`config.mk`:
```
export PLATFORM = sky130hd
export DESIGN_NAME = trial_division_prime_test_unit
export DESIGN_NICKNAME = d
export VERILOG_FILES = /design/src/tdpt_pkg.sv /design/src/trial_division_prime_test_unit.sv /design/src/tdpt_rem_unit.sv
export SDC_FILE = /design/constraint.sdc
export NUM_CORES = 1
export LEC_CHECK = 0
export ABC_AREA = 1
export ABC_CLOCK_PERIOD_IN_PS = 7990
export BUFFER_PORTS_ARGS = -buffer_cell sky130_fd_sc_hd__buf_2
export CAP_MARGIN = 20
export CORE_MARGIN = 2
export CORE_UTILIZATION = 35
export CTS_CLUSTER_DIAMETER = 40
export CTS_CLUSTER_SIZE = 40
export DETAILED_ROUTE_END_ITERATION = 16
export PLACE_DENSITY = 0.6
export SLEW_MARGIN = 10
export SYNTH_ARGS = -nofsm -noshare
export SYNTH_HDL_FRONTEND = slang
export SYNTH_SLANG_ARGS = --single-unit
export TNS_END_PERCENT = 30
```
`constraint.sdc`:
```
create_clock -name clk -period 7.99 [get_ports clk]
set_input_delay 1.598 -clock clk [delete_from_list [all_inputs] [get_ports clk]]
set_output_delay 1.598 -clock clk [all_outputs]
set_load 0.05 [all_outputs]
```
`src/tdpt_pkg.sv`:
```
// ----------------------------------------------------------------------------
// tdpt_pkg
// Widths, constants and inter-module types for the trial division prime test.
// ----------------------------------------------------------------------------
package tdpt_pkg;

    localparam int VALUE_WIDTH = 32;
    localparam int CNT_WIDTH   = $clog2(VALUE_WIDTH + 1);

    localparam logic [VALUE_WIDTH-1:0] VAL_ONE       = VALUE_WIDTH'(1);
    localparam logic [VALUE_WIDTH-1:0] VAL_TWO       = VALUE_WIDTH'(2);
    localparam logic [VALUE_WIDTH-1:0] VAL_FOUR      = VALUE_WIDTH'(4);
    localparam logic [VALUE_WIDTH-1:0] FIRST_DIVISOR = VALUE_WIDTH'(3);
    localparam logic [VALUE_WIDTH-1:0] FIRST_SQUARE  = VALUE_WIDTH'(9);

    // request from the sequencer to the remainder unit
    typedef struct packed {
        logic                   start;
        logic [VALUE_WIDTH-1:0] dividend;
        logic [VALUE_WIDTH-1:0] divisor;
    } rem_req_t;

    // status back from the remainder unit
    typedef struct packed {
        logic busy;
        logic done;
        logic zero;
    } rem_stat_t;

endpackage

```
`src/trial_division_prime_test_unit.sv`:
```
// ----------------------------------------------------------------------------
// trial_division_prime_test_unit
// Primality test of a signed integer by trial division over odd divisors.
// ----------------------------------------------------------------------------
// Usage:
//   Request channel (req_valid/req_ready, value) takes one signed integer per
//   transfer; response channel (rsp_valid/rsp_ready, prime_flag) returns one
//   flag per request, in order.
//   Negative values, 0, 1 and even values above 2 settle with no divisor
//   walk, via ST_FINISH to rsp_valid; 2 reports prime the same way.
//   Odd values walk divisors d = 3, 5, 7, ... while d*d <= value. The square
//   is kept by increments, so each divisor costs a compare step in ST_CHECK
//   plus one bit-serial remainder run in ST_DIV, about 23170 divisors for
//   the largest 32-bit primes.
//   req_ready is high only while the sequencer is idle; one item is worked on
//   at a time.
//   The result sits in an output register, so a new request is taken while a
//   response waits; if the receiver stalls and a second result is finished,
//   the sequencer holds it until the output register frees up.
//   Reset (rst_n, asynchronous, active low) empties the output register and
//   returns the sequencer to idle.
// ----------------------------------------------------------------------------
module trial_division_prime_test_unit (
    input  logic                                clk,
    input  logic                                rst_n,
    input  logic                                req_valid,
    output logic                                req_ready,
    input  logic signed [tdpt_pkg::VALUE_WIDTH-1:0] value,
    output logic                                rsp_valid,
    input  logic                                rsp_ready,
    output logic                                prime_flag
);

    localparam logic [1:0] ST_IDLE   = 2'd0;
    localparam logic [1:0] ST_CHECK  = 2'd1;
    localparam logic [1:0] ST_DIV    = 2'd2;
    localparam logic [1:0] ST_FINISH = 2'd3;

    logic [1:0]                       state_reg;
    logic [1:0]                       state_next;
    logic [tdpt_pkg::VALUE_WIDTH-1:0] val_reg;
    logic [tdpt_pkg::VALUE_WIDTH-1:0] val_next;
    logic [tdpt_pkg::VALUE_WIDTH-1:0] div_reg;
    logic [tdpt_pkg::VALUE_WIDTH-1:0] div_next;
    logic [tdpt_pkg::VALUE_WIDTH-1:0] sq_reg;
    logic [tdpt_pkg::VALUE_WIDTH-1:0] sq_next;
    logic                             flag_reg;
    logic                             flag_next;
    logic                             rsp_valid_reg;
    logic                             rsp_valid_next;
    logic                             prime_reg;
    logic                             prime_next;
    logic [tdpt_pkg::VALUE_WIDTH-1:0] uval;
    logic                             req_xfer;
    tdpt_pkg::rem_req_t               rem_req;
    tdpt_pkg::rem_stat_t              rem_stat;

    assign uval      = $unsigned(value);
    assign req_ready = (state_reg == ST_IDLE);
    assign req_xfer  = req_valid && req_ready;

    assign rem_req.start    = (state_reg == ST_CHECK) && (sq_reg <= val_reg);
    assign rem_req.dividend = val_reg;
    assign rem_req.divisor  = div_reg;

    tdpt_rem_unit u_rem (
        .clk   (clk),
        .rst_n (rst_n),
        .req   (rem_req),
        .stat  (rem_stat)
    );

    always_comb
    begin
        state_next     = state_reg;
        val_next       = val_reg;
        div_next       = div_reg;
        sq_next        = sq_reg;
        flag_next      = flag_reg;
        rsp_valid_next = rsp_valid_reg && !rsp_ready;
        prime_next     = prime_reg;
        case (state_reg)
            ST_IDLE:
            begin
                if (req_xfer)
                begin
                    val_next = uval;
                    div_next = tdpt_pkg::FIRST_DIVISOR;
                    sq_next  = tdpt_pkg::FIRST_SQUARE;
                    if (uval[tdpt_pkg::VALUE_WIDTH-1] || uval == '0 ||
                        uval == tdpt_pkg::VAL_ONE)
                    begin
                        flag_next  = 1'b0;
                        state_next = ST_FINISH;
                    end
                    else if (uval == tdpt_pkg::VAL_TWO)
                    begin
                        flag_next  = 1'b1;
                        state_next = ST_FINISH;
                    end
                    else if (!uval[0])
                    begin
                        flag_next  = 1'b0;
                        state_next = ST_FINISH;
                    end
                    else
                    begin
                        state_next = ST_CHECK;
                    end
                end
            end
            ST_CHECK:
            begin
                if (sq_reg <= val_reg)
                begin
                    state_next = ST_DIV;
                end
                else
                begin
                    flag_next  = 1'b1;
                    state_next = ST_FINISH;
                end
            end
            ST_DIV:
            begin
                if (rem_stat.done)
                begin
                    if (rem_stat.zero)
                    begin
                        flag_next  = 1'b0;
                        state_next = ST_FINISH;
                    end
                    else
                    begin
                        // (d+2)^2 = d^2 + 4d + 4
                        div_next   = div_reg + tdpt_pkg::VAL_TWO;
                        sq_next    = sq_reg + {div_reg[tdpt_pkg::VALUE_WIDTH-3:0], 2'b00}
                                     + tdpt_pkg::VAL_FOUR;
                        state_next = ST_CHECK;
                    end
                end
            end
            ST_FINISH:
            begin
                // hold the result until the output register is free
                if (!rsp_valid_reg || rsp_ready)
                begin
                    rsp_valid_next = 1'b1;
                    prime_next     = flag_reg;
                    state_next     = ST_IDLE;
                end
            end
            default:
            begin
                state_next = ST_IDLE;
            end
        endcase
    end

    always_ff @(posedge clk or negedge rst_n)
    begin
        if (!rst_n)
        begin
            state_reg     <= ST_IDLE;
            rsp_valid_reg <= 1'b0;
        end
        else
        begin
            state_reg     <= state_next;
            rsp_valid_reg <= rsp_valid_next;
        end
    end

    always_ff @(posedge clk)
    begin
        val_reg   <= val_next;
        div_reg   <= div_next;
        sq_reg    <= sq_next;
        flag_reg  <= flag_next;
        prime_reg <= prime_next;
    end

    assign rsp_valid  = rsp_valid_reg;
    assign prime_flag = prime_reg;

    a_divisor_odd: assert property (@(posedge clk) disable iff (!rst_n)
        (state_reg == ST_CHECK || state_reg == ST_DIV) |-> div_reg[0])
        else $error("trial divisor is even");

    a_start_in_check: assert property (@(posedge clk) disable iff (!rst_n)
        rem_req.start |=> state_reg == ST_DIV)
        else $error("remainder run started outside the compare step");

    a_done_in_div: assert property (@(posedge clk) disable iff (!rst_n)
        rem_stat.done |-> state_reg == ST_DIV)
        else $error("remainder result arrived with no run pending");

    a_div_busy: assert property (@(posedge clk) disable iff (!rst_n)
        (state_reg == ST_DIV) |-> rem_stat.busy || rem_stat.done)
        else $error("sequencer waits on an idle remainder unit");

    a_accept_leaves_idle: assert property (@(posedge clk) disable iff (!rst_n)
        req_xfer |=> state_reg != ST_IDLE)
        else $error("request transfer did not start work");

endmodule

```
`src/tdpt_rem_unit.sv`:
```
// ----------------------------------------------------------------------------
// tdpt_rem_unit
// Bit-serial restoring remainder unit: one dividend bit per cycle.
// ----------------------------------------------------------------------------
module tdpt_rem_unit (
    input  logic                clk,
    input  logic                rst_n,
    input  tdpt_pkg::rem_req_t  req,
    output tdpt_pkg::rem_stat_t stat
);

    logic                             busy_reg;
    logic                             busy_next;
    logic                             done_reg;
    logic                             done_next;
    logic [tdpt_pkg::CNT_WIDTH-1:0]   cnt_reg;
    logic [tdpt_pkg::CNT_WIDTH-1:0]   cnt_next;
    logic [tdpt_pkg::VALUE_WIDTH-1:0] quo_reg;
    logic [tdpt_pkg::VALUE_WIDTH-1:0] quo_next;
    logic [tdpt_pkg::VALUE_WIDTH-1:0] rem_reg;
    logic [tdpt_pkg::VALUE_WIDTH-1:0] rem_next;
    logic [tdpt_pkg::VALUE_WIDTH-1:0] dsr_reg;
    logic [tdpt_pkg::VALUE_WIDTH-1:0] dsr_next;
    logic [tdpt_pkg::VALUE_WIDTH:0]   trial;

    assign trial = {rem_reg, quo_reg[tdpt_pkg::VALUE_WIDTH-1]};

    always_comb
    begin
        busy_next = busy_reg;
        done_next = 1'b0;
        cnt_next  = cnt_reg;
        quo_next  = quo_reg;
        rem_next  = rem_reg;
        dsr_next  = dsr_reg;
        if (req.start)
        begin
            busy_next = 1'b1;
            cnt_next  = tdpt_pkg::CNT_WIDTH'(tdpt_pkg::VALUE_WIDTH);
            quo_next  = req.dividend;
            rem_next  = '0;
            dsr_next  = req.divisor;
        end
        else if (busy_reg)
        begin
            // restore unless the trial remainder covers the divisor
            if (trial >= {1'b0, dsr_reg})
            begin
                rem_next = tdpt_pkg::VALUE_WIDTH'(trial - {1'b0, dsr_reg});
            end
            else
            begin
                rem_next = trial[tdpt_pkg::VALUE_WIDTH-1:0];
            end
            quo_next = {quo_reg[tdpt_pkg::VALUE_WIDTH-2:0], 1'b0};
            cnt_next = cnt_reg - tdpt_pkg::CNT_WIDTH'(1);
            if (cnt_reg == tdpt_pkg::CNT_WIDTH'(1))
            begin
                busy_next = 1'b0;
                done_next = 1'b1;
            end
        end
    end

    always_ff @(posedge clk or negedge rst_n)
    begin
        if (!rst_n)
        begin
            busy_reg <= 1'b0;
            done_reg <= 1'b0;
            cnt_reg  <= '0;
        end
        else
        begin
            busy_reg <= busy_next;
            done_reg <= done_next;
            cnt_reg  <= cnt_next;
        end
    end

    always_ff @(posedge clk)
    begin
        quo_reg <= quo_next;
        rem_reg <= rem_next;
        dsr_reg <= dsr_next;
    end

    assign stat.busy = busy_reg;
    assign stat.done = done_reg;
    assign stat.zero = (rem_reg == '0);

    a_start_idle: assert property (@(posedge clk) disable iff (!rst_n)
        req.start |-> !busy_reg)
        else $error("remainder unit started while busy");

    a_done_after_busy: assert property (@(posedge clk) disable iff (!rst_n)
        done_reg |-> $past(busy_reg) && !busy_reg)
        else $error("done without a preceding run");

    a_start_runs: assert property (@(posedge clk) disable iff (!rst_n)
        req.start |=> busy_reg && cnt_reg == tdpt_pkg::CNT_WIDTH'(tdpt_pkg::VALUE_WIDTH))
        else $error("start did not load the bit counter");

endmodule

```
==> Yosys cells after proc, flatten, opt, wreduce, memory -nomap -nowiden <==
Index checks and enable logic that the tools add are counted.
{ "totals": {"ff_bits": 205, "word_cells": 90} }
{ "op_classes": {"reduce_logical": 19, "muxes": 38, "order_cmp": 2, "n_addsub": 5, "n_eq_ne": 13} }
{ "ops": {"columns": ["cell", "count"], "rows": [
  ["$mux W32", 9],
  ["$pmux W32 S2", 2],
  ["$logic_not A32 Y1", 2],
  ["$ge A33 B32 Y1", 1],
  ["$add A32 B2 Y32 const B", 1],
  ["$add A32 B3 Y32 const B", 1],
  ["$add A32 B32 Y32", 1],
  ["$eq A32 B1 Y1 const B", 1],
  ["$eq A32 B2 Y1 const B", 1],
  ["$le A32 B32 Y1", 1],
  ["$sub A32 B32 Y32", 1],
  ["$mux W1", 16],
  ["$mux W2", 7],
  ["$mux W6", 2],
  ["$ne A2 B2 Y1 const B", 4],
  ["$pmux W2 S4", 1],
  ["$eq A6 B1 Y1 const B", 1],
  ["$reduce_and A6 Y1", 1],
  ["$sub A6 B1 Y6 const B", 1],
  ["$eq A2 B2 Y1 const B", 2],
  ["$ne A2 B1 Y1 const B", 2],
  ["$ne A4 B2 Y1 const B", 1],
  ["$reduce_and A2 Y1", 2],
  ["$reduce_and A4 Y1", 1],
  ["9 further kinds", 15]
]} }

==> Logic depth before layout (Yosys ltp) <==
{ "logic_depth": {"word_depth": 6, "depth_mapped": 17} }

==> Cells and area by module <==
A second synthesis with hierarchy kept.
{ "hier_totals": {"hier_cells": 1906, "area_unflattened_um2": 14163.6} }
{ "modules_own_cells": {"columns": ["module", "n_inst", "cells_per_inst", "area_per_inst_um2"], "rows": [
  ["trial_division_prime_test_unit", 1, 905, 7235.7],
  ["tdpt_rem_unit", 1, 1001, 6927.9]
]} }

==> Least setup slack after synthesis <==
Ideal clock, no wire load.
{ "synth_path": {"kind": "input to register", "startpoint": "in req_valid", "endpoint": "reg div_reg[10] in the netlist's numbering (enable)", "required_ps": 7492, "path_stages": 2, "path_slack_ps": 2874, "arrival_ps": 4619, "path_cell_list": "o22ai_1 -> a21oi_1"} }
{ "synth_via": {"elab_chain_cells": 3} }
{ "synth_rtl": {"columns": ["element", "line_no", "source"], "rows": [
  ["start: declaration", "trial_division_prime_test_unit.sv:26", "input logic req_valid,"],
  ["$logic_and A1 B1 Y1", "trial_division_prime_test_unit.sv:60", "assign req_xfer = req_valid && req_ready;"],
  ["$ne A2 B1 Y1 (no source line)", null, null],
  ["$reduce_and A4 Y1 (no source line)", null, null],
  ["end signal: assignment", "trial_division_prime_test_unit.sv:177", "div_reg <= div_next;"],
  ["end: declaration", "trial_division_prime_test_unit.sv:43", "logic [tdpt_pkg::VALUE_WIDTH-1:0] div_reg;"]
]} }
Every way passes these cells.
A chain may end at the register's enable or synchronous reset.

==> Worst setup path after layout <==
{ "layout_path": {"startpoint": "reg state_reg[0]", "endpoint": "out req_ready"} }
{ "layout_via": {"elab_chain_cells": 1} }
{ "layout_rtl": {"columns": ["element", "line_no", "source"], "rows": [
  ["start: declaration", "trial_division_prime_test_unit.sv:39", "logic [1:0] state_reg;"],
  ["start signal: assignment", "trial_division_prime_test_unit.sv:169", "state_reg <= state_next;"],
  ["$logic_not A2 Y1", "trial_division_prime_test_unit.sv:59", "assign req_ready = (state_reg == ST_IDLE);"],
  ["end: declaration", "trial_division_prime_test_unit.sv:27", "output logic req_ready,"]
]} }
Every way passes these cells.

==> flow_metrics.env <==
export IMPL_status="complete, no violations"
export IMPL_synthDistinctLibCells=47
export IMPL_synth_top_cells_by_area="edfxtp_1 34%, nand2_1 14%, ha_1 11%, inv_1 7.9%, nand3_1 4.8%"
export IMPL_cp_required_ns=6.39
export IMPL_nNetsFinal=2026
export IMPL_path_cells="inv_1 -> ha_1 -> buf_2"
export IMPL_rsz0062_at_grt="no"
export IMPL_fp_row_count=73
export IMPL_cp_top_family="flip-flops"
export IMPL_cts_root_buf="clkbuf_16"
export IMPL_cp_end_kind="output pin"
export IMPL_netlist_area_leader_share_pct=33.78
export IMPL_num_io_pins=39
export IMPL_setup_violations_final=0
export IMPL_max_slew_worst_pin_slew_ns=0.9950
export IMPL_clock_skew_ns=0.01661
export IMPL_reg2reg_from="val_reg[15]$_DFFE_PP_"
export IMPL_gr_total_overflow=0
export IMPL_hpwl_um=28810
export IMPL_syn_instance_count=1828
export IMPL_cts_sinks=200
export IMPL_min_to="prime_flag$_DFFE_PP_"
export IMPL_path_clk_slew_ns=0.08
export IMPL_io_buffers=38
export IMPL_dieArea_um2=41490
export IMPL_antenna_found_initial=0
export IMPL_crit_path_start_kind="flip-flop"
export IMPL_clock_path_buffers=2
export IMPL_synth_ff_type="edfxtp_1"
export IMPL_cp_slowest_cell="dfrtp_1"
export IMPL_num_vias=11829
export IMPL_fin_crit_sh_pct=40.28
export IMPL_max_freq_mhz=310.7
export IMPL_core_area_um2=39550
export IMPL_drv_cap=0
export IMPL_first_iter_violations=816
export IMPL_dieHeight_um=203.7
export IMPL_ctsHoldBuffers=0
export IMPL_num_antenna_cells=0
export IMPL_cp_arrival_ns=1.62
export IMPL_rrSetupSlack_ns=4.83
export IMPL_gp_congestion=0.9138
export IMPL_r2r_end="u_rem.quo_reg[4]$_DFFE_PP_"
export IMPL_crit_path_max_fanout=7
export IMPL_critical_path_class="reg2out"
export IMPL_ys_seq_area_share_pct=40.34
export IMPL_hp_class="reg2reg"
export IMPL_fin_tns_setup_ns=0
export IMPL_die_x_um=203.7
export IMPL_h_tree_depth=4
export IMPL_post_drt_wl_per_cell_um=15.39
export IMPL_critical_path_buf_inv_count=2
export IMPL_post_cts_resized=0
export IMPL_grt_max_degree=63
export IMPL_ys_seq_elements=200
export IMPL_yosysTopAreaCell="edfxtp_1"
export IMPL_synth_edf_count=157
export IMPL_grt_total_usage_pct=18.18
export IMPL_hold_viol=0
export IMPL_layout_min_cycle_time_ns=3.218
export IMPL_cts_setup_buffers=0
export IMPL_drc_errors=0
export IMPL_ys_warn_count=0
export IMPL_synth_nets=1989
export IMPL_hold_depth=0
export IMPL_drt_first_pass_iters=7
export IMPL_r2r_cells=14
export IMPL_cts_buffers=17
export IMPL_drv_slew=0
export IMPL_grt_pass1_wl_um=59320
export IMPL_ys_top_cells_by_count="516 x nand2_1, 295 x inv_1, 157 x edfxtp_1, 156 x nor2_1, 134 x nand3_1"
export IMPL_clkLatencyLatePin_ns=0.45
export IMPL_drive_gt1_share_pct=7.934
export IMPL_worstSetupStartpoint="state_reg[0]$_DFFE_PN0P_"
export IMPL_viasPerCell=4.923
export IMPL_synthMostInstantiatedCell="nand2_1"
export IMPL_ant_nets=0
export IMPL_synth_area_per_cell_um2=7.635
export IMPL_syn_cell_area_um2=13960
export IMPL_hp_start="flag_reg$_DFFE_PP_"
export IMPL_cp_slowest_stage_delay_ns=0.44
export IMPL_grt_pass1_vias=11295
export IMPL_slew_limit_headroom_pct=33.05
export IMPL_wirelength_um=36980
export IMPL_synthArstFlopShare_pct=5.500
export IMPL_area_growth_pct=9.699
export IMPL_start_util_pct=35.29
export IMPL_cts_tree="done"
[metrics by stage]
stage | utilization (%) | hold slack (ns) | setup slack [ns] | instances | area (um^2)
after floorplan | - | 0.4003 | 2.874 | 1828 | 13960
after global placement | 37.16 | 0.4263 | 4.832 | 2371 | 14700
after detailed placement | 37.16 | 0.4343 | 4.838 | 2371 | 14700
after CTS | 38.71 | 0.4544 | 4.750 | 2403 | 15310
after global routing | 38.71 | 0.4519 | 4.531 | 2403 | 15310
final | 38.71 | 0.4428 | 4.772 | 2403 | 15310
[area by class of cell]
| class | count | area, um^2 |
|---|---|---|
| Clock inverter | 15 | 188.9 |
| Inverter | 303 | 1145 |
| Fill cell | 4101 | 24240 |
| Sequential cell | 200 | 5630 |
| Multi-Input combinational cell | 1297 | 7014 |
| Tap cell | 525 | 656.9 |
| Clock buffer | 17 | 425.4 |
| Timing Repair Buffer | 46 | 250.2 |
[worst max path at each step]
stage | endpoint | depth (start not counted)
2_1_floorplan | div_reg[10]$_SDFFCE_PN0P_ | 2
3_3_place_gp | flag_reg$_DFFE_PP_ | 8
3_5_place_dp | flag_reg$_DFFE_PP_ | 8
4_1_cts | req_ready | 3
5_1_grt | u_rem.quo_reg[4]$_DFFE_PP_ | 12
6_report | req_ready | 3
[kinds of logic (layout without fill, tap and decap cells)]
kind of cell,count (synthesis),count (layout),share of synthesized area [%]
and+or+nand+nor,940,940,29.23
buffers and inverters,331,381,9.574
AOI/OAI and AO/OA,203,203,7.719
DFF,200,200,40.34
adders and majority gates,125,125,11.31
xor gates and xnor gates,29,29,1.820
[cells in the final DEF, fill, tap and decap left out, drive strengths merged]
| cell | n |
|---|---|
| nand2 | 554 |
| inv | 308 |
| nor2 | 169 |
| edfxtp | 157 |
| nand3 | 139 |
| ha | 123 |
| a21oi | 97 |
| o21ai | 83 |
| buf | 46 |
| dfxtp | 32 |
| nor4 | 25 |
| nand4 | 18 |
| nor3 | 18 |
| clkbuf | 17 |
| xnor2 | 15 |
| xor2 | 14 |
| dfrtp | 11 |
| clkinv | 10 |
| or2 | 6 |
| o21a | 6 |
| a21o | 4 |
| o211ai | 4 |
| nor3b | 4 |
| o21bai | 3 |
| nand3b | 3 |
| and2 | 3 |
| a31oi | 2 |
| a211oi | 2 |
| fa | 2 |
| o22ai | 1 |
| and3 | 1 |
| a21boi | 1 |
[metal layers]
| metal | up-vias | share of wire [%] | GRT usage (%) |
|---|---|---|---|
| li1 | 6051 | - | - |
| met3 | 38 | 4.5 | 2.557 |
| met4 | 0 | 2.2 | 5.083 |
| met2 | 258 | 47 | 31.04 |
| met1 | 5482 | 46 | 23.98 |
| met5 | - | 0 | 0 |
Power is left out: the tool's default activity adds up to more than one toggle a clock period on the data nets, which glitch-free logic cannot reach.
